### src/hdl/cwmv_pkg.sv
// Shared widths, constants and defaults of the context weighted majority vote.
package cwmv_pkg;

	localparam int DefExperts  = 8;
	localparam int DefContexts = 4;

	localparam int WeightW = 32;
	localparam int CountW  = 32;
	localparam int VoteW   = 8;
	localparam int ReqW    = 2;
	localparam int BestW   = 34;
	localparam int MaxExperts = 32;

	localparam logic [WeightW-1:0] WeightReset = '1;
	localparam logic [WeightW-1:0] DecayReset  = 32'h9B45_97E3;
	localparam logic [CountW-1:0]  CountMax    = '1;
	localparam logic [BestW-1:0]   BestMax     = '1;

endpackage

### src/hdl/cwmv_ram.sv
// Single write port, single registered read port memory.
module cwmv_ram #(
	parameter int DEPTH = cwmv_pkg::DefExperts * cwmv_pkg::DefContexts,
	parameter int AW    = (DEPTH > 1) ? $clog2(DEPTH) : 1,
	parameter int DW    = cwmv_pkg::WeightW
) (
	input  logic          clk,
	input  logic          we,
	input  logic [AW-1:0] waddr,
	input  logic [DW-1:0] wdata,
	input  logic [AW-1:0] raddr,
	output logic [DW-1:0] rdata
);

	logic [DW-1:0] mem_q [DEPTH];
	logic [DW-1:0] rdata_q;

	always_ff @(posedge clk) begin
		if (we) begin
			mem_q[waddr] <= wdata;
		end
	end

	always_ff @(posedge clk) begin
		rdata_q <= mem_q[raddr];
	end

	assign rdata = rdata_q;

endmodule

### config.mk
export PLATFORM = sky130hd
export DESIGN_NAME = cwmv_ram
export DESIGN_NICKNAME = d
export VERILOG_FILES = /design/src/hdl/cwmv_pkg.sv /design/src/hdl/cwmv_ram.sv
export SDC_FILE = /design/constraint.sdc
export NUM_CORES = 1
export LEC_CHECK = 0
export BUFFER_PORTS_ARGS = -buffer_cell sky130_fd_sc_hd__buf_4
export CAP_MARGIN = 15
export CORE_MARGIN = 2
export CORE_UTILIZATION = 62
export CTS_CLUSTER_SIZE = 20
export DETAILED_ROUTE_END_ITERATION = 16
export PLACE_DENSITY = 0.81
export SYNTH_ARGS = -nofsm -noshare
export SYNTH_HDL_FRONTEND = slang
export SYNTH_SLANG_ARGS = --single-unit
### constraint.sdc
create_clock -name clk -period 4.1 [get_ports clk]
set_input_delay 0.82 -clock clk [delete_from_list [all_inputs] [get_ports clk]]
set_output_delay 0.82 -clock clk [all_outputs]
set_load 0.02 [all_outputs]
==> metrics.txt <==
Setup CP Type primary input to register; die area 0.0674 mm^2; Sum Neg Setup Slack 0 ns; Hold Buf Count CTS 0; # DRC 0; vias in the first global route 21,700; clk_lat worst skew 0.65 ns; pwr dens 486 mW/mm^2; Worst Path Required 4.44 ns; RSZ-0062 raised after global routing no; Mapped Nets 2,304; fin cells 3,317; flops & latches, synth 1,056; nets 2,421; die span in x 260 um; Site Rows 93; First-pass DRT Iterations 6; Setup Viol. Count Final 0; core region area 0.0645 mm^2; input/output buffers 75; R2R setup slack 2.37 ns; Final Slew Violations 0; die height 260 um; Routed wire per std cell 28.3 um; global route overflow 0; VDD IR-drop max 0.000307 V; status completed; CP Capture Type register; Ys Warns 0; Worst Min Path Start wdata[3]; vias per cell 6.50; Worst R2R Path Depth 5; max_cap viols 0; sequential fraction of the synthesis area 77.5%; Netlist cell types 25; HPWL Detailed 52,800 um; htree depth 3; Reg2Reg Capture Point rdata[11]; Fmax 0.415 GHz; Area after DPL 0.0424 mm^2; leak pwr 15.9 nW; Root Driver clkbuf_16; Synth Area per Inst 17.9 um^2; final hold violation count 0; initial DRC count 2,727; Hold Crit Depth 1; Slew HR 28.4%; worst hold endpoint mem_q[10][3]; GRT Total Usage 28.1%; clk_skew 0.0251 ns; Cells after DPL 3,132; first-pass GRT wire length 138,000 um; Clock Sinks 1,056; initial core utilization 62.8%; setup bufs post-CTS 0; Startpoint Class primary input; Slew @ Worst Pin 1.07 ns; Area growth, synth to finish 12.6%; ANT nets after route 0; HP Class primary input to register; GP Congestion 0.828; Longest Clk Path Bufs 3; Post-Route WL 93,900 um; cell area after layout 0.0456 mm^2; layout cells sized above 1 13.2%; CTS resizes 0; worst reg2reg startpoint mem_q[0][11]; total CTS buffers 98; clk slew on worst S/H paths 0.07 ns; initial antenna violation count 2; Synth Instances 2,260; critical path arrival 2.75 ns; critical path fanouts, max 14; CTS tree yes; IO Count 76; largest net degree at the start of global routing 75; crit path time final 2.41 ns; Final Cycle Share 58.7%; mapped cell area 0.0405 mm^2; via count 21,600
flip-flops by register name, summed over array words and instances (netlist names):
signal and cells:
rdata 32, mem_q 1024
report_power, final:
part           leakage [nW]  internal (W)  switching, W
Combinational          4.88      0.000402      0.000807
Clock                  1.53       0.00511       0.00376
Sequential             9.49        0.0120     0.0000693
Total                  15.9        0.0175       0.00464
cell usage in the layout, fill, tap and decap left out, drive strengths merged:
master    Yosys  routed
and2b         1       1
clkinv        0      31
nand2        98      98
a22o         64      64
edfxtp     1024    1024
diode         0       5
a22oi        96      96
clkbuf       48     135
nor2         34      34
or3           1       1
nor3         32      32
nor2b         1       1
nand3b        5       5
nand2b        2       2
buf          79     144
or2           1       1
and2          1       1
a31oi        32      32
dfxtp        32      32
nand3        98      98
inv           0       2
clkinvlp      0       4
or3b          3       3
a21oi        96      96
mux2i       512     512
bufinv        0       8
layer usage:
layer  wire length [um]  vias up  GRT usage, %
li1                   -     9216             -
met1              34800    10900          37.9
met2              46200     1294          46.0
met4               3330        0          10.8
met5                  0        -             0
met3               9570      200          5.33
cells by family after synthesis:
kind of cell / count (synthesis) / synth area share, %
simple gates: 277 / 3.10
mux: 512 / 12.7
flops: 1056 / 77.5
buf+inv: 127 / 1.86
compound gates: 288 / 4.85
per-stage QoR:
step	util [%]	hold slack [ns]	worst slack, ns	total power [W]
floorplan	-	0.553	0.846	0.0129
global placement	65.8	0.578	1.05	0.0134
detailed placement	65.8	0.588	1.06	0.0135
CTS	70.7	0.561	1.70	0.0222
global route	70.7	0.587	1.64	0.0227
finish	70.7	0.588	1.69	0.0221
worst max path at each step:
stage                  start       endpoint  slack (ns)  depth (start not counted)
floorplan           waddr[1]   mem_q[12][0]        0.85                          3
global placement          we  mem_q[27][30]        1.05                          4
detailed placement        we  mem_q[27][25]        1.06                          4
CTS                       we  mem_q[27][28]        1.70                          4
global route              we  mem_q[27][28]        1.64                          4
finish              waddr[1]  mem_q[29][23]        1.69                          4
critical path, cell delays in order:
cell and delay (ns):
buf_4 0.12, nand3b_1 0.70, nor2_4 0.76, buf_4 0.33
synth_stat cells (all sizes together):
cell,count,area (um^2)
nand2b,2,12.5
clkbuf,48,188
a22oi,96,721
nor2b,1,6.26
edfxtp,1024,30700
nand3b,5,37.5
dfxtp,32,641
nand2,98,368
or3,1,6.26
a21oi,96,480
nand3,98,490
nor2,34,128
nor3,32,160
a22o,64,561
or3b,3,26.3
buf,79,566
and2,1,6.26
a31oi,32,200
or2,1,6.26
and2b,1,7.51
mux2i,512,5120
area by class of cell:
cell class | count | area, um^2
Sequential cell | 1056 | 31400
Fill cell | 3760 | 18900
Timing Repair Buffer | 144 | 1380
Clock buffer | 135 | 2700
Clock inverter | 45 | 435
Multi-Input combinational cell | 1077 | 8610
Antenna cell | 5 | 12.5
Tap cell | 855 | 1070
Note: power is estimated with default switching activity, not from simulation.
